**config.mk**
```make
export PLATFORM = sky130hd
export DESIGN_NAME = char_lcd_command_packer_unit_flat
export DESIGN_NICKNAME = d
export VERILOG_FILES = /design/src/lcdp_pkg.sv /design/src/lcdp_op_if.sv /design/src/lcdp_req_if.sv /design/src/lcdp_cfg_if.sv /design/src/lcdp_front.sv /design/src/lcdp_fifo.sv /design/src/lcdp_back.sv /design/src/char_lcd_command_packer_unit.sv /design/src/flat_wrapper.sv
export VERILOG_INCLUDE_DIRS = /design/src /design/src/src
export SDC_FILE = /design/constraint.sdc
export NUM_CORES = 1
export LEC_CHECK = 0
export BUFFER_PORTS_ARGS = -buffer_cell sky130_fd_sc_hd__buf_2
export CAP_MARGIN = 0
export CORE_MARGIN = 2
export CORE_UTILIZATION = 30
export CTS_BUF_LIST = sky130_fd_sc_hd__clkbuf_4 sky130_fd_sc_hd__clkbuf_8 sky130_fd_sc_hd__clkbuf_16
export DETAILED_ROUTE_END_ITERATION = 6
export MAX_ROUTING_LAYER = met4
export PLACE_DENSITY = 0.56
export SLEW_MARGIN = 20
export SYNTH_ARGS = -nofsm -noshare
export SYNTH_HDL_FRONTEND = slang
export SYNTH_SLANG_ARGS = --single-unit
```
**constraint.sdc**
```tcl
create_clock -name clk -period 9.7 [get_ports clk]
set_input_delay 1.455 -clock clk [delete_from_list [all_inputs] [get_ports clk]]
set_output_delay 1.455 -clock clk [all_outputs]
set_load 0.02 [all_outputs]
```
**src/assert_macros.svh**
```systemverilog
// Assertion macros shared by the packer RTL files.
`ifndef ASSERT_MACROS_SVH
`define ASSERT_MACROS_SVH

// The property must hold at every rising clock edge outside reset.
`define LCDP_ASSERT(label, clk, rst_n, prop, msg) \
	label: assert property (@(posedge clk) disable iff (!rst_n) prop) else $error(msg);

// The expression must never be true at a rising clock edge outside reset.
`define LCDP_NEVER(label, clk, rst_n, expr, msg) \
	label: assert property (@(posedge clk) disable iff (!rst_n) !(expr)) else $error(msg);

`endif

```
**src/lcdp_pkg.sv**
```systemverilog
// Shared types, codes and constants of the character-LCD command packer.
`default_nettype none
package lcdp_pkg;

	// Operation codes of an input item.
	typedef enum logic [2:0] {
		OP_WRITE_CHAR   = 3'd0,
		OP_SET_POSITION = 3'd1,
		OP_CLEAR        = 3'd2,
		OP_HOME         = 3'd3,
		OP_GLYPH_SELECT = 3'd4,
		OP_GLYPH_ROW    = 3'd5,
		OP_FLUSH        = 3'd6
	} op_code_t;

	// Configuration register indexes.
	localparam logic [0:0] CFG_DISPLAY_ROWS    = 1'b0;
	localparam logic [0:0] CFG_DISPLAY_COLUMNS = 1'b1;

	localparam logic [2:0] ROWS_RESET    = 3'd2;
	localparam logic [5:0] COLUMNS_RESET = 6'd16;

	// Request type and controller target codes, already in their byte positions.
	localparam logic [7:0] T_CMD    = 8'h20;
	localparam logic [7:0] T_DATA   = 8'h40;
	localparam logic [7:0] TGT_0    = 8'h08;
	localparam logic [7:0] TGT_1    = 8'h10;
	localparam logic [7:0] TGT_BOTH = 8'h18;

	// HD44780 command bytes.
	localparam logic [7:0] CMD_CLEAR = 8'h01;
	localparam logic [7:0] CMD_HOME  = 8'h03;
	localparam logic [7:0] CMD_DDRAM = 8'h80;
	localparam logic [7:0] CMD_CGRAM = 8'h40;
	localparam logic [7:0] GLYPH_ROW_MASK = 8'h1f;

	// Bytes collected per request before it is sent.
	localparam int BUFFER_BYTES = 4;

	// Depth of the queue between front and back.
	localparam int FIFO_DEPTH = 2;

	// Work for the back end: up to two bytes of one type, then an optional flush.
	typedef struct packed {
		logic [1:0] nbytes;
		logic [7:0] req_type;
		logic [7:0] byte0;
		logic [7:0] byte1;
		logic       flush;
	} entry_t;

	// Map the host's custom-glyph character codes to CGRAM slots.
	function automatic logic [7:0] map_char(input logic [7:0] c);
		logic [7:0] m;
		case (c)
			8'd176: m = 8'd0;
			8'd158: m = 8'd1;
			8'd131: m = 8'd2;
			8'd132: m = 8'd3;
			8'd133: m = 8'd4;
			8'd134: m = 8'd5;
			8'd135: m = 8'd6;
			8'd136: m = 8'd7;
			default: m = c;
		endcase
		return m;
	endfunction

endpackage
`default_nettype wire

```
**src/lcdp_op_if.sv**
```systemverilog
// Operation request channel of the packer.
`default_nettype none
interface lcdp_op_if;
	logic       valid;
	logic       ready;
	logic [2:0] operation;
	logic [7:0] byte_value;
	logic [5:0] col_x;
	logic [1:0] row_y;
	logic       flush_after;

	modport source (output valid, operation, byte_value, col_x, row_y, flush_after,
		input ready);
	modport sink (input valid, operation, byte_value, col_x, row_y, flush_after,
		output ready);
endinterface
`default_nettype wire

```
**src/lcdp_req_if.sv**
```systemverilog
// Packed link request channel of the packer.
`default_nettype none
interface lcdp_req_if;
	logic        valid;
	logic        ready;
	logic [7:0]  request_byte;
	logic [15:0] value_word;
	logic [15:0] index_word;
	logic        last;

	modport source (output valid, request_byte, value_word, index_word, last,
		input ready);
	modport sink (input valid, request_byte, value_word, index_word, last,
		output ready);
endinterface
`default_nettype wire

```
**src/lcdp_cfg_if.sv**
```systemverilog
// Configuration write channel of the packer.
`default_nettype none
interface lcdp_cfg_if;
	logic       valid;
	logic       ready;
	logic [0:0] index;
	logic [5:0] data;

	modport source (output valid, index, data, input ready);
	modport sink (input valid, index, data, output ready);
endinterface
`default_nettype wire

```
**src/lcdp_front.sv**
```systemverilog
// Front end: holds configuration and cursor, turns each operation into queue work.
`default_nettype none
module lcdp_front (
	input  wire logic          clk,
	input  wire logic          arst_n,
	lcdp_op_if.sink            op,
	lcdp_cfg_if.sink           cfg,
	output lcdp_pkg::entry_t   entry,
	output logic               push_valid,
	input  wire logic          push_ready
);

	logic [2:0] rows_q;
	logic [5:0] cols_q;
	logic [5:0] cursor_x_q;
	logic       second_q;

	logic [5:0] cursor_x_d;
	logic       second_d;
	logic [7:0] tgt_cur;
	logic       pos_second;
	logic [1:0] pos_y;
	logic [7:0] pos_addr;
	logic       narrow16;
	logic       accept;

	// Configuration writes are always taken.
	assign cfg.ready = 1'b1;

	always_ff @(posedge clk or negedge arst_n) begin
		if (!arst_n) begin
			rows_q <= lcdp_pkg::ROWS_RESET;
			cols_q <= lcdp_pkg::COLUMNS_RESET;
		end else if (cfg.valid) begin
			case (cfg.index)
				lcdp_pkg::CFG_DISPLAY_ROWS:    rows_q <= cfg.data[2:0];
				lcdp_pkg::CFG_DISPLAY_COLUMNS: cols_q <= cfg.data;
				default: ;
			endcase
		end
	end

	// Accept an operation whenever the queue has room.
	assign op.ready   = push_ready;
	assign push_valid = op.valid;
	assign accept     = op.valid && push_ready;

	// DDRAM address: large displays put rows two and three on the second controller.
	assign tgt_cur    = second_q ? lcdp_pkg::TGT_1 : lcdp_pkg::TGT_0;
	assign pos_second = (rows_q > 3'd2) && (cols_q > 6'd20) && op.row_y[1];
	assign pos_y      = pos_second ? {1'b0, op.row_y[0]} : op.row_y;
	assign narrow16   = (rows_q == 3'd4) && (cols_q == 6'd16);
	assign pos_addr   = {1'b0, pos_y[0], 6'b0}
		+ (pos_y[1] ? (narrow16 ? 8'd16 : 8'd20) : 8'd0)
		+ {2'b00, op.col_x};

	// Classify the operation into bytes of one type and update the cursor.
	always_comb begin
		entry      = '0;
		cursor_x_d = cursor_x_q;
		second_d   = second_q;
		unique case (op.operation)
			lcdp_pkg::OP_WRITE_CHAR: begin
				if (cursor_x_q < cols_q) begin
					cursor_x_d     = cursor_x_q + 6'd1;
					entry.nbytes   = 2'd1;
					entry.req_type = lcdp_pkg::T_DATA | tgt_cur;
					entry.byte0    = lcdp_pkg::map_char(op.byte_value);
				end
			end
			lcdp_pkg::OP_SET_POSITION: begin
				cursor_x_d     = op.col_x;
				second_d       = pos_second;
				entry.nbytes   = 2'd1;
				entry.req_type = lcdp_pkg::T_CMD
					| (pos_second ? lcdp_pkg::TGT_1 : lcdp_pkg::TGT_0);
				entry.byte0    = lcdp_pkg::CMD_DDRAM | pos_addr;
			end
			lcdp_pkg::OP_CLEAR: begin
				cursor_x_d     = '0;
				second_d       = 1'b0;
				entry.nbytes   = 2'd2;
				entry.req_type = lcdp_pkg::T_CMD | lcdp_pkg::TGT_BOTH;
				entry.byte0    = lcdp_pkg::CMD_CLEAR;
				entry.byte1    = lcdp_pkg::CMD_HOME;
			end
			lcdp_pkg::OP_HOME: begin
				cursor_x_d     = '0;
				second_d       = 1'b0;
				entry.nbytes   = 2'd1;
				entry.req_type = lcdp_pkg::T_CMD | lcdp_pkg::TGT_BOTH;
				entry.byte0    = lcdp_pkg::CMD_HOME;
			end
			lcdp_pkg::OP_GLYPH_SELECT: begin
				entry.nbytes   = 2'd1;
				entry.req_type = lcdp_pkg::T_CMD | lcdp_pkg::TGT_BOTH;
				entry.byte0    = lcdp_pkg::CMD_CGRAM | {op.byte_value[4:0], 3'b000};
			end
			lcdp_pkg::OP_GLYPH_ROW: begin
				entry.nbytes   = 2'd1;
				entry.req_type = lcdp_pkg::T_DATA | lcdp_pkg::TGT_BOTH;
				entry.byte0    = op.byte_value & lcdp_pkg::GLYPH_ROW_MASK;
			end
			lcdp_pkg::OP_FLUSH: begin
				entry.flush = 1'b1;
			end
			default: ;
		endcase
		if (op.flush_after) begin
			entry.flush = 1'b1;
		end
	end

	always_ff @(posedge clk or negedge arst_n) begin
		if (!arst_n) begin
			cursor_x_q <= '0;
			second_q   <= 1'b0;
		end else if (accept) begin
			cursor_x_q <= cursor_x_d;
			second_q   <= second_d;
		end
	end

endmodule
`default_nettype wire

```
**src/lcdp_fifo.sv**
```systemverilog
// Short queue of work entries between the front and the back end.
`default_nettype none
`include "assert_macros.svh"
module lcdp_fifo #(
	parameter int DEPTH = lcdp_pkg::FIFO_DEPTH
) (
	input  wire logic              clk,
	input  wire logic              arst_n,
	input  wire lcdp_pkg::entry_t  push_entry,
	input  wire logic              push_valid,
	output logic                   push_ready,
	output lcdp_pkg::entry_t       pop_entry,
	output logic                   pop_valid,
	input  wire logic              pop_ready
);

	localparam int PTR_W = (DEPTH > 1) ? $clog2(DEPTH) : 1;
	localparam int CNT_W = $clog2(DEPTH + 1);

	lcdp_pkg::entry_t mem_q [DEPTH];
	logic [PTR_W-1:0] wr_ptr_q;
	logic [PTR_W-1:0] rd_ptr_q;
	logic [CNT_W-1:0] count_q;
	logic             do_push;
	logic             do_pop;

	assign push_ready = (count_q != CNT_W'(DEPTH));
	assign pop_valid  = (count_q != '0);
	assign pop_entry  = mem_q[rd_ptr_q];
	assign do_push    = push_valid && push_ready;
	assign do_pop     = pop_valid && pop_ready;

	// Entry storage.
	always_ff @(posedge clk) begin
		if (do_push) begin
			mem_q[wr_ptr_q] <= push_entry;
		end
	end

	// Pointers wrap at the depth.
	always_ff @(posedge clk or negedge arst_n) begin
		if (!arst_n) begin
			wr_ptr_q <= '0;
			rd_ptr_q <= '0;
			count_q  <= '0;
		end else begin
			if (do_push) begin
				wr_ptr_q <= (wr_ptr_q == PTR_W'(DEPTH - 1)) ? '0 : wr_ptr_q + 1'b1;
			end
			if (do_pop) begin
				rd_ptr_q <= (rd_ptr_q == PTR_W'(DEPTH - 1)) ? '0 : rd_ptr_q + 1'b1;
			end
			case ({do_push, do_pop})
				2'b10:   count_q <= count_q + 1'b1;
				2'b01:   count_q <= count_q - 1'b1;
				default: ;
			endcase
		end
	end

	`LCDP_ASSERT(a_fifo_count_bound, clk, arst_n, (count_q <= CNT_W'(DEPTH)), "queue count beyond depth")

endmodule
`default_nettype wire

```
**src/lcdp_back.sv**
```systemverilog
// Back end: collects bytes into the request buffer and sends packed requests.
`default_nettype none
`include "assert_macros.svh"
module lcdp_back (
	input  wire logic              clk,
	input  wire logic              arst_n,
	input  wire lcdp_pkg::entry_t  pop_entry,
	input  wire logic              pop_valid,
	output logic                   pop_ready,
	lcdp_req_if.source             req
);

	localparam logic [2:0] FULL_COUNT = 3'(lcdp_pkg::BUFFER_BYTES);

	typedef struct packed {
		logic [7:0]  request_byte;
		logic [15:0] value_word;
		logic [15:0] index_word;
		logic        last;
	} res_t;

	typedef struct packed {
		logic            pv;
		logic [7:0]      pt;
		logic [2:0]      fc;
		logic [3:0][7:0] bufb;
		logic [1:0]      rn;
		res_t [1:0]      r;
	} work_t;

	// Send the pending buffer as a request, at most two per entry.
	function automatic work_t do_emit(input work_t w);
		work_t      n;
		logic [2:0] cm1;
		n   = w;
		cm1 = w.fc - 3'd1;
		if (w.pv && (w.fc != 3'd0) && (w.rn < 2'd2)) begin
			n.r[w.rn[0]].request_byte = w.pt | {6'b0, cm1[1:0]};
			n.r[w.rn[0]].value_word   = {w.bufb[1], w.bufb[0]};
			n.r[w.rn[0]].index_word   = {w.bufb[3], w.bufb[2]};
			n.r[w.rn[0]].last         = 1'b0;
			n.rn = w.rn + 2'd1;
			n.pv = 1'b0;
			n.fc = 3'd0;
		end
		return n;
	endfunction

	// Add one byte; a type change or a full buffer sends what is pending first.
	function automatic work_t do_enq(input work_t w, input logic [7:0] t, input logic [7:0] v);
		work_t n;
		n = w;
		if (n.pv && ((n.pt != t) || (n.fc >= FULL_COUNT))) begin
			n = do_emit(n);
		end
		if (!(n.pv && ((n.pt != t) || (n.fc >= FULL_COUNT)))) begin
			n.pv = 1'b1;
			n.pt = t;
			n.bufb[n.fc[1:0]] = v;
			n.fc = n.fc + 3'd1;
			if (n.fc >= FULL_COUNT) begin
				n = do_emit(n);
			end
		end
		return n;
	endfunction

	logic            pv_q;
	logic [7:0]      pt_q;
	logic [2:0]      fc_q;
	logic [3:0][7:0] buf_q;
	logic            out_valid_q;
	res_t            out_res_q;
	logic            hold_valid_q;
	res_t            hold_res_q;

	work_t w_in;
	work_t w_out;
	logic  slot_free;
	logic  do_pop;

	// Run one entry through the buffer.
	always_comb begin
		w_in      = '0;
		w_in.pv   = pv_q;
		w_in.pt   = pt_q;
		w_in.fc   = fc_q;
		w_in.bufb = buf_q;
		w_out     = w_in;
		if (pop_entry.nbytes != 2'd0) begin
			w_out = do_enq(w_out, pop_entry.req_type, pop_entry.byte0);
		end
		if (pop_entry.nbytes == 2'd2) begin
			w_out = do_enq(w_out, pop_entry.req_type, pop_entry.byte1);
		end
		if (pop_entry.flush) begin
			w_out = do_emit(w_out);
		end
		// The last request of the entry carries the last flag.
		w_out.r[0].last = (w_out.rn == 2'd1);
		w_out.r[1].last = 1'b1;
	end

	// A second request waits in the hold register; no new entry until it has moved on.
	assign slot_free = !out_valid_q || req.ready;
	assign pop_ready = !hold_valid_q && slot_free;
	assign do_pop    = pop_valid && pop_ready;

	always_ff @(posedge clk or negedge arst_n) begin
		if (!arst_n) begin
			pv_q         <= 1'b0;
			pt_q         <= '0;
			fc_q         <= '0;
			buf_q        <= '0;
			out_valid_q  <= 1'b0;
			hold_valid_q <= 1'b0;
		end else if (hold_valid_q && slot_free) begin
			out_valid_q  <= 1'b1;
			hold_valid_q <= 1'b0;
		end else if (do_pop) begin
			pv_q  <= w_out.pv;
			pt_q  <= w_out.pt;
			fc_q  <= w_out.fc;
			buf_q <= w_out.bufb;
			out_valid_q  <= (w_out.rn != 2'd0);
			hold_valid_q <= (w_out.rn == 2'd2);
		end else if (out_valid_q && req.ready) begin
			out_valid_q <= 1'b0;
		end
	end

	// Request payload registers.
	always_ff @(posedge clk) begin
		if (hold_valid_q && slot_free) begin
			out_res_q <= hold_res_q;
		end else if (do_pop) begin
			out_res_q  <= w_out.r[0];
			hold_res_q <= w_out.r[1];
		end
	end

	assign req.valid        = out_valid_q;
	assign req.request_byte = out_res_q.request_byte;
	assign req.value_word   = out_res_q.value_word;
	assign req.index_word   = out_res_q.index_word;
	assign req.last         = out_res_q.last;

	`LCDP_ASSERT(a_hold_behind_out, clk, arst_n, (hold_valid_q |-> out_valid_q), "second request held without a first")
	`LCDP_ASSERT(a_pending_matches_count, clk, arst_n, (pv_q == (fc_q != 3'd0)), "pending flag and fill count disagree")
	`LCDP_NEVER(a_buffer_never_full, clk, arst_n, (fc_q >= FULL_COUNT), "full buffer left pending")

endmodule
`default_nettype wire

```
**src/char_lcd_command_packer_unit.sv**
```systemverilog
// Top level of the character-LCD command packer.
//
// Channels: op takes one LCD operation per request (write char, set position,
// clear, home, glyph select, glyph row, flush), req gives packed link requests
// of type, target and byte count with up to four bytes, and cfg writes the
// display rows (index 0) and columns (index 1); cfg is always ready.
// A request that an operation causes is registered in the queue and then in the
// output register before it is valid. Throughput: one operation per cycle while
// each causes at most one request and req takes every request; an operation that
// causes two requests holds the back end while the second waits in the hold
// register, since requests leave through a single output register.
// A two-entry queue separates the front end from the back end, so the front
// keeps taking operations while the back waits on a stalled receiver; once
// the queue is full, op.ready drops until req is taken again.
// Reset clears the request buffer, the cursor and the queue, and sets the
// display to two rows of sixteen columns. Bytes of a request past its count
// show the stale buffer contents.
`default_nettype none
module char_lcd_command_packer_unit #(
	parameter int FIFO_DEPTH = lcdp_pkg::FIFO_DEPTH
) (
	input  wire logic   clk,
	input  wire logic   arst_n,
	lcdp_op_if.sink     op,
	lcdp_req_if.source  req,
	lcdp_cfg_if.sink    cfg
);

	lcdp_pkg::entry_t push_entry;
	lcdp_pkg::entry_t pop_entry;
	logic             push_valid;
	logic             push_ready;
	logic             pop_valid;
	logic             pop_ready;

	// Classify operations and track the cursor.
	lcdp_front u_front (
		.clk        (clk),
		.arst_n     (arst_n),
		.op         (op),
		.cfg        (cfg),
		.entry      (push_entry),
		.push_valid (push_valid),
		.push_ready (push_ready)
	);

	// Queue between the two halves.
	lcdp_fifo #(
		.DEPTH (FIFO_DEPTH)
	) u_fifo (
		.clk        (clk),
		.arst_n     (arst_n),
		.push_entry (push_entry),
		.push_valid (push_valid),
		.push_ready (push_ready),
		.pop_entry  (pop_entry),
		.pop_valid  (pop_valid),
		.pop_ready  (pop_ready)
	);

	// Pack bytes into requests.
	lcdp_back u_back (
		.clk       (clk),
		.arst_n    (arst_n),
		.pop_entry (pop_entry),
		.pop_valid (pop_valid),
		.pop_ready (pop_ready),
		.req       (req)
	);

endmodule
`default_nettype wire
```
**src/flat_wrapper.sv**
```systemverilog
// flat-port wrapper written by rule: the top's interface ports become plain ports
module char_lcd_command_packer_unit_flat 
#(
	parameter int FIFO_DEPTH = lcdp_pkg::FIFO_DEPTH
)
  (clk, arst_n, op_valid, op_operation, op_byte_value, op_col_x, op_row_y, op_flush_after, op_ready, req_valid, req_request_byte, req_value_word, req_index_word, req_last, req_ready, cfg_valid, cfg_index, cfg_data, cfg_ready);
  lcdp_op_if op_i ();
  lcdp_req_if req_i ();
  lcdp_cfg_if cfg_i ();
  input  wire logic clk;
  input  wire logic arst_n;
  input wire logic [$bits(op_i.valid)-1:0] op_valid;
  input wire logic [$bits(op_i.operation)-1:0] op_operation;
  input wire logic [$bits(op_i.byte_value)-1:0] op_byte_value;
  input wire logic [$bits(op_i.col_x)-1:0] op_col_x;
  input wire logic [$bits(op_i.row_y)-1:0] op_row_y;
  input wire logic [$bits(op_i.flush_after)-1:0] op_flush_after;
  output wire logic [$bits(op_i.ready)-1:0] op_ready;
  output wire logic [$bits(req_i.valid)-1:0] req_valid;
  output wire logic [$bits(req_i.request_byte)-1:0] req_request_byte;
  output wire logic [$bits(req_i.value_word)-1:0] req_value_word;
  output wire logic [$bits(req_i.index_word)-1:0] req_index_word;
  output wire logic [$bits(req_i.last)-1:0] req_last;
  input wire logic [$bits(req_i.ready)-1:0] req_ready;
  input wire logic [$bits(cfg_i.valid)-1:0] cfg_valid;
  input wire logic [$bits(cfg_i.index)-1:0] cfg_index;
  input wire logic [$bits(cfg_i.data)-1:0] cfg_data;
  output wire logic [$bits(cfg_i.ready)-1:0] cfg_ready;
  assign op_i.valid = op_valid;
  assign op_i.operation = op_operation;
  assign op_i.byte_value = op_byte_value;
  assign op_i.col_x = op_col_x;
  assign op_i.row_y = op_row_y;
  assign op_i.flush_after = op_flush_after;
  assign op_ready = op_i.ready;
  assign req_valid = req_i.valid;
  assign req_request_byte = req_i.request_byte;
  assign req_value_word = req_i.value_word;
  assign req_index_word = req_i.index_word;
  assign req_last = req_i.last;
  assign req_i.ready = req_ready;
  assign cfg_i.valid = cfg_valid;
  assign cfg_i.index = cfg_index;
  assign cfg_i.data = cfg_data;
  assign cfg_ready = cfg_i.ready;
  char_lcd_command_packer_unit #(.FIFO_DEPTH(FIFO_DEPTH)) u_core (.clk(clk), .arst_n(arst_n), .op(op_i), .req(req_i), .cfg(cfg_i));
endmodule
```
# --- After elaboration in Yosys (flattened, before gate mapping) ---
# Memories as Yosys holds them, arrays and structs flattened.
# Index checks and enable logic that the tools add are counted.
totals:
  ff_bits: 147
  ram_bits: 42
  mem_count: 1
mem_list:
  columns: ["name", "words", "width", "read_ports", "rd_clocked_by_memory_dff", "wr", "line_no", "text"]
  rows:
  - ["u_core.u_fifo.mem_q", 2, 21, 1, 0, 1, "lcdp_fifo.sv:20", "lcdp_pkg::entry_t mem_q [DEPTH];"]
op_classes:
  addsub: 18
  magnitude_cmp: 25
  n_eq_ne: 27
  n_mux: 107
  bitwise: 7
  reduce_logical: 52
ops:
  columns: ["operator", "n"]
  rows:
  - ["$mux W128", 11]
  - ["$bwmux W82", 16]
  - ["$demux W41 S1", 16]
  - ["$mux W84", 4]
  - ["$mux W41", 7]
  - ["$mux W33", 4]
  - ["$pmux W18 S6", 1]
  - ["$mux W17", 5]
  - ["$bwmux W32", 2]
  - ["$eq A8 B8 Y1 const B", 8]
  - ["$pmux W8 S8", 1]
  - ["$or A8 B2 Y8", 5]
  - ["$demux W8 S2", 2]
  - ["$ne A8 B8 Y1", 4]
  - ["$logic_and A1 B1 Y1", 25]
  - ["$mux W1", 21]
  - ["$reduce_bool A3 Y1", 7]
  - ["$ge A3 B3 Y1 const B", 6]
  - ["$mux W3", 6]
  - ["$pmux W6 S3", 1]
  - ["$mux W8", 2]
  - ["$mux W5", 3]
  - ["$eq A3 B3 Y1 const B", 4]
  - ["$reduce_bool A2 Y1", 6]
  - ["32 further kinds", 69]

# --- Logic depth before layout (Yosys ltp) ---
# Gate-level depths: netlist of the first run.
# An unclocked memory read counts as a cell.
logic_depth:
  ltp_word: 54
  ltp_mapped: 37
  mapped_depth_nobuf: 31

# --- Hierarchy ---
# Synthesis of the first run repeated with hierarchy kept, for this count alone.
unflattened:
  hier_cells: 1381
  area_unflattened_um2: 13097.6
by_module_without_submodules:
  columns: ["mod", "n_inst", "cells_per_inst", "area_each_um2", "seq_area_each_um2"]
  rows:
  - ["lcdp_back", 1, 1074, 9253.9, 3583.4]
  - ["lcdp_fifo", 1, 101, 2158.3, 1721.7]
  - ["lcdp_front", 1, 206, 1685.4, 402.9]

# --- Worst setup path before layout of the first run ---
# Ideal clock, no wire load.
synth_path:
  path_kind: "flip-flop to flip-flop"
  startpoint: "register u_core.u_fifo.rd_ptr_q"
  endpoint: "register u_core.u_back.hold_res_q[8] (netlist bit) (data pin)"
  setup_ns: 0.279
  arrival_ns: 6.804
  required_time_ns: 9.421
  path_slack_ns: 2.617
  path_stages_with_launch: 32
  path_buffers: 6
  path_cell_list: "dfrtp_1 -> buf_6 -> mux2i_2 -> xnor2_1 -> nor3_1 -> a21oi_1 -> o21ai_1 -> clkinv_1 -> clkbuf_1 -> nor2_1 -> ha_1 -> clkbuf_1 -> xor2_1 -> and3_1 -> a21oi_1 -> ha_1 -> a21oi_1 -> o31a_1 -> buf_1 -> nor2_1 -> ha_1 -> ha_1 -> or3_1 -> o21a_1 -> or3_1 -> clkbuf_1 -> o21a_1 -> o21ai_2 -> buf_6 -> o211ai_1 -> a22oi_1 -> o22ai_1"
synth_rtl:
  columns: ["element", "line_no", "text"]
  rows:
  - ["start, declared", "lcdp_fifo.sv:22", "logic [PTR_W-1:0] rd_ptr_q;"]
  - ["start signal, assigned", "lcdp_fifo.sv:51", "rd_ptr_q <= (rd_ptr_q == PTR_W'(DEPTH - 1)) ? '0 : rd_ptr_q + 1'b1;"]
  - ["end signal, assigned", "lcdp_back.sv:138", "hold_res_q <= w_out.r[1];"]
  - ["end, declared", "lcdp_back.sv:75", "res_t hold_res_q;"]

==> run metrics, run 1 <==
status=finished, final reports clean; Yosys top cell area share=29.7%; Clock Latency Late Sink=0.47 ns; fin. max-slew vios=0; Tot GR Track Use=20.6%; YS warnings=0; Final ANT Viol Nets=0; ys async rst share=36.9%; routed vias=10400; Port Buf Inserts=74; critical path required time=9.87 ns; core region area=37600 um^2; CTS resizes=0; CTS Sinks=179; Primary FF master, synth=edfxtp_1; FF-to-FF setup slack=1.36 ns; utilization after layout=34.3%; Die Footprint=39700 um^2; die width=199 um; WL final=38700 um; Slew HR=23.5%; H-tree Lvls=4; RR Startpoint=u_core.u_fifo.rd_ptr_q; standard-cell rows=71; syn_area_per_cell=8.88 um^2; number of setup buffers added after CTS=0; Nets=1374; mapped cell area=11400 um^2; layout cells sized above 1=14.8%; top post-synthesis cells by area=edfxtp_1, dfrtp_1, nand2_1, o21ai_0, a21oi_1; crit-path max FO=28; Synth Instances=1288; Clock Tree Buf Depth=2; clk slew on worst S/H paths=0.08 ns; HP Class=flop to flop; WHS Path Cells=1; first-pass GRT wire length=59800 um; Cells after DPL=1809; CP startpoint kind=flop; HP Start=u_core.u_fifo.wr_ptr_q; clock skew=0.0202 ns; gpl congestion=0.946; min setup slack post-route=1.36 ns; leakage power=4.92 nW; final cell count without fillers=1842; Die Y=199 um; Power Dens Cells=428 nW/um^2; crit-path leading delay family=compound AO/OA/AOI/OAI gates; RSZ-0062 raised after global routing=false; post-layout min period=8.34 ns; area grow syn2layout=12.6%; max_cap viols=0; Yosys cell types=86; endpoint of the worst hold path=u_core.u_fifo.wr_ptr_q; Final Hold Vio Count=0; reg-to-reg endpoint=u_core.u_back.hold_res_q[21]; Final Cycle Share=85.9%; Worst Max-Slew Pin Slew=1.11 ns; Worst Setup Path Type=flop to flop; Slowest-stage cell, CP=a21boi_4; Post-synth EDFFs=113; most frequent cells in the layout=nand2_1, nor2_1, o21ai_0; WL/cell=21.0 um; DPL Wire Length=26600 um; total negative slack=0 ns; vias in the first global route=9898; root buffer cell=clkbuf_16; Fillers=3913; largest area contributor in the synthesized netlist=edfxtp_1; drt drc=0; most common cell after layout, fill and taps aside=nand2_1; Seq/Total Area, Yosys=44.1%; Setup-failing EPs final=0; Worst path max stage delay=0.80 ns; worst vdd ir=0.000192 V; synthesized flop and latch total=179; Top-Level Pins=76; grt total ovfl=0; CTS tree=yes; TritonCTS Buffers=17; DP Worst Slack=1.53 ns; WHS=0.515 ns; cts hold-fix bufs=0; initial antenna violation count=1; vias per cell=5.62; reg2reg path depth=28; starting density of the core=30.4%; Setup crit end kind=flop; CP most frequent cell=ha_1; Pre-antenna DRT Iters=5; largest net degree at the start of global routing=58; crit path DAT=8.51 ns; DR iter-0 viols=982; Fmax=120 MHz; WP buf/inv=4
-- cell type report --
cell class	count	area (um^2)	share of cell area, %
sequential	179	5050	39.2
multi-input combinational	979	5900	45.8
tap	511	639	4.96
clock buffer	19	440	3.42
timing repair buffer	101	573	4.45
antenna	1	2.50	0.0194
inverter	39	146	1.14
clock inverter	13	128	0.991
-- worst register-to-register path: cells and delay by family (launching register included) --
| family | cells | cell delay (ns) |
|---|---|---|
| compound gates | 10 | 2.86 |
| simple gates | 7 | 1.88 |
| fa+ha+maj | 4 | 1.14 |
| buf+inv | 4 | 0.67 |
| xor+xnor | 2 | 0.56 |
| flops | 1 | 0.53 |
| mux | 1 | 0.40 |
-- per-stage QoR --
step,total power [W],area [um^2]
6_report,0.00551,12900
5_1_grt,0.00589,12900
4_1_cts,0.00550,12900
3_5_place_dp,0.00480,12300
3_3_place_gp,0.00478,12300
2_1_floorplan,0.00373,11400
-- Yosys cell counts (4+ instances only) --
| library cell | count |
|---|---|
| nand2_1 | 177 |
| nor2_1 | 130 |
| o21ai_0 | 127 |
| edfxtp_1 | 113 |
| a21oi_1 | 107 |
| clkbuf_1 | 77 |
| dfrtp_1 | 64 |
| o22ai_1 | 42 |
| inv_1 | 38 |
| a22oi_1 | 27 |
| ha_1 | 25 |
| nor3_1 | 25 |
| mux2_2 | 21 |
| nand3_1 | 20 |
| a32oi_1 | 18 |
| a31oi_1 | 15 |
| mux2i_1 | 15 |
| xnor2_1 | 14 |
| and2_1 | 13 |
| nand2b_1 | 13 |
| o31ai_1 | 13 |
| a21o_1 | 11 |
| o21ai_1 | 10 |
| nor2b_1 | 9 |
| a211oi_1 | 8 |
| and3_1 | 7 |
| buf_2 | 7 |
| a22o_1 | 6 |
| o21a_1 | 6 |
| o221a_2 | 6 |
| nor3b_1 | 5 |
| nor4_1 | 5 |
| o22a_1 | 5 |
| o32ai_1 | 5 |
| or3_1 | 5 |
| xor2_1 | 5 |
| a221o_1 | 4 |
| a221oi_1 | 4 |
| a311o_1 | 4 |
| buf_1 | 4 |
| o221ai_1 | 4 |
| or2_2 | 4 |
-- power by group --
group	internal (W)	switching (W)	total, W
Combinational	0.00102	0.00232	0.00334
Sequential	0.00129	0.000185	0.00148
Clock	0.000364	0.000323	0.000687
Total	0.00268	0.00283	0.00551
-- state kept, by name (all words and copies together) (netlist names), 6 cells and up --
register / count
u_core.u_front.cursor_x_q: 6
u_core.u_back.pt_q: 8
u_core.u_fifo.mem_q: 32
u_core.u_back.buf_q: 32
u_core.u_back.req.request_byte: 8
u_core.u_back.req.index_word: 16
u_core.u_back.req.value_word: 16
u_core.u_front.cols_q: 6
u_core.u_back.hold_res_q: 40
-- kinds of logic after synthesis --
group                    share of synthesized area (%)
flip-flops                                        44.1
AND/OR/NAND/NOR                                   16.7
multiplexers                                      3.94
other                                           0.0656
buffers and inverters                             4.60
adder cells (fa/ha/maj)                           2.73
AO/OA/AOI/OAI                                     26.4
XOR/XNOR                                          1.45
-- metal layers --
| metal | vias up | track usage [%] | part of all wire (%) |
|---|---|---|---|
| met4 | 0 | 7.21 | 2.9 |
| met1 | 4994 | 27.0 | 44 |
| li1 | 4844 | - | - |
| met5 | - | - | 0 |
| met2 | 440 | 32.1 | 47 |
| met3 | 74 | 3.49 | 6.7 |
-- how the worst max path moves through the flow --
stage                      startpoint                         endpoint  cells after the start
5_1_grt        u_core.u_fifo.rd_ptr_q  u_core.u_back.req.value_word[0]                     30
4_1_cts        u_core.u_fifo.rd_ptr_q  u_core.u_back.req.value_word[0]                     28
6_report       u_core.u_fifo.rd_ptr_q     u_core.u_back.hold_res_q[21]                     28
3_3_place_gp   u_core.u_fifo.rd_ptr_q     u_core.u_back.hold_res_q[21]                     33
2_1_floorplan  u_core.u_fifo.rd_ptr_q      u_core.u_back.hold_res_q[8]                     31
3_5_place_dp   u_core.u_fifo.rd_ptr_q     u_core.u_back.hold_res_q[21]                     28
(Power assumes the default switching activity.)
==> inputs of run 2 (changes only) <==
--- a/config.mk
+++ b/config.mk
@@ -6,14 +6,16 @@
 export SDC_FILE = /design/constraint.sdc
 export NUM_CORES = 1
 export LEC_CHECK = 0
-export BUFFER_PORTS_ARGS = -buffer_cell sky130_fd_sc_hd__buf_2
 export CAP_MARGIN = 0
+export CELL_PAD_IN_SITES_DETAIL_PLACEMENT = 1
+export CELL_PAD_IN_SITES_GLOBAL_PLACEMENT = 1
 export CORE_MARGIN = 2
 export CORE_UTILIZATION = 30
 export CTS_BUF_LIST = sky130_fd_sc_hd__clkbuf_4 sky130_fd_sc_hd__clkbuf_8 sky130_fd_sc_hd__clkbuf_16
 export DETAILED_ROUTE_END_ITERATION = 6
+export DONT_BUFFER_PORTS = 1
 export MAX_ROUTING_LAYER = met4
-export PLACE_DENSITY = 0.56
+export PLACE_DENSITY = 0.64
 export SLEW_MARGIN = 20
 export SYNTH_ARGS = -nofsm -noshare
 export SYNTH_HDL_FRONTEND = slang
==> constraint.sdc (replaced) <==
create_clock -name clk -period 9.7 [get_ports clk]
set_input_delay 1.455 -clock clk [delete_from_list [all_inputs] [get_ports clk]]
set_output_delay 1.455 -clock clk [all_outputs]
set_load 0.05 [all_outputs]
==> run metrics, run 2 (synthesis gave the netlist of run 1 again) <==
status=finished, final reports clean; Port Buf Inserts=0; standard-cell rows=71; critical path required time=9.96 ns; Slowest-stage cell, CP=dfrtp_1; critical path depth=32; crit-path leading delay family=compound AO/OA/AOI/OAI gates; first-pass GRT wire length=65200 um; Final Hold Vio Count=0; total negative slack=0 ns; vias in the first global route=10500; Clock Tree Buf Depth=2; die width=199 um; max reg flops=40; Pre-antenna DRT Iters=5; cts hold-fix bufs=0; Fmax=114 MHz; initial antenna violation count=0; RSZ-0062 raised after global routing=false; WHS Path Cells=1; WP buf/inv=4; reg2reg path depth=32; drt drc=0; ANT cells=0; Setup-failing EPs final=0; Final ANT Viol Nets=0; endpoint of the worst hold path=u_core.u_fifo.wr_ptr_q; Tot GR Track Use=22.7%; utilization after layout=33.5%; starting density of the core=30.4%; Worst Max-Slew Pin Slew=1.24 ns; crit path DAT=9.06 ns; Die Y=199 um; clk slew on worst S/H paths=0.07 ns; number of setup buffers added after CTS=0; clock skew=0.00950 ns; FF-to-FF setup slack=0.89 ns; WL/cell=24.0 um; vias per cell=5.72; fin. max-slew vios=0; Setup crit end kind=flop; most frequent cells in the layout=nand2_1, nor2_1, o21ai_0; Worst path max stage delay=0.54 ns; H-tree Lvls=4; gpl congestion=0.942; CP startpoint kind=flop; CP most frequent cell=ha_1; CTS resizes=0; reg-to-reg endpoint=u_core.u_back.req.value_word[11]; RR Startpoint=u_core.u_fifo.rd_ptr_q; WL final=42400 um; Final Cycle Share=90.8%; Top-Level Pins=76; Fillers=4404; Die Footprint=39700 um^2; crit-path max FO=25; Worst Setup Path Type=flop to flop; WHS=0.503 ns; layout cells sized above 1=9.87%; grt total ovfl=0; HP Start=u_core.u_fifo.wr_ptr_q; post-layout min period=8.81 ns; DPL Wire Length=29300 um; core region area=37600 um^2; CTS tree=yes; HP Class=flop to flop; Slew HR=16.7%; Biggest register=u_core.u_back.hold_res_q; max_cap viols=0; largest net degree at the start of global routing=67; area grow syn2layout=10.0%; root buffer cell=clkbuf_16; TritonCTS Buffers=17; Clock Latency Late Sink=0.47 ns; Nets=1300; most common cell after layout, fill and taps aside=nand2_1; CTS Sinks=179; DR iter-0 viols=841; routed vias=10100; biggest registers after layout=u_core.u_back.hold_res_q x40, u_core.u_back.buf_q x32, u_core.u_fifo.mem_q x32
==> run 2: how the worst max path moves through the flow <==
stage,from,end
floorplan,u_core.u_fifo.rd_ptr_q,u_core.u_back.hold_res_q[8]
global placement,u_core.u_fifo.rd_ptr_q,u_core.u_back.req.value_word[11]
detailed placement,u_core.u_fifo.rd_ptr_q,u_core.u_back.req.value_word[11]
CTS,u_core.u_fifo.rd_ptr_q,u_core.u_back.req.value_word[11]
global route,u_core.u_fifo.rd_ptr_q,u_core.u_back.req.value_word[11]
finish,u_core.u_fifo.rd_ptr_q,u_core.u_back.req.value_word[11]
==> run 2: layer usage <==
metal	GRT usage [%]	routed length (um)	share of wire (%)
met1	28.4	18700	44
met2	36.0	19900	47
met3	5.15	2470	5.8
met4	8.57	1360	3.2
met5	-	0	0
==> run 2: worst reg2reg max path: cells and delay by family, from the launching register on <==
kind            cells  cell delay (ns)
fa+ha+maj           5             1.41
compound gates     11             2.86
flops               1             0.54
simple gates        9             2.19
buf+inv             4             0.94
mux                 2             0.51
xor+xnor            1             0.14
==> run 2: area by class of cell <==
| type | instances | area (um^2) | share of cell area (%) |
|---|---|---|---|
| sequential | 179 | 5050 | 40.1 |
| tap | 511 | 639 | 5.08 |
| timing repair buffer | 27 | 203 | 1.61 |
| clock inverter | 12 | 165 | 1.31 |
| clock buffer | 20 | 478 | 3.80 |
| multi-input combinational | 979 | 5910 | 46.9 |
| inverter | 39 | 146 | 1.16 |
==> run 2: through the flow <==
stage | worst slack [ns] | area [um^2] | std cells
after floorplan | 2.62 | 11400 | 1289
after global placement | 1.47 | 11900 | 1735
after detailed placement | 1.12 | 11900 | 1735
after CTS | 1.03 | 12600 | 1767
after global routing | 0.208 | 12600 | 1767
final | 0.892 | 12600 | 1767
Power of run 2 is not shown: default switching activity piles up to over one toggle a cycle in this logic, so the estimate is an artifact.
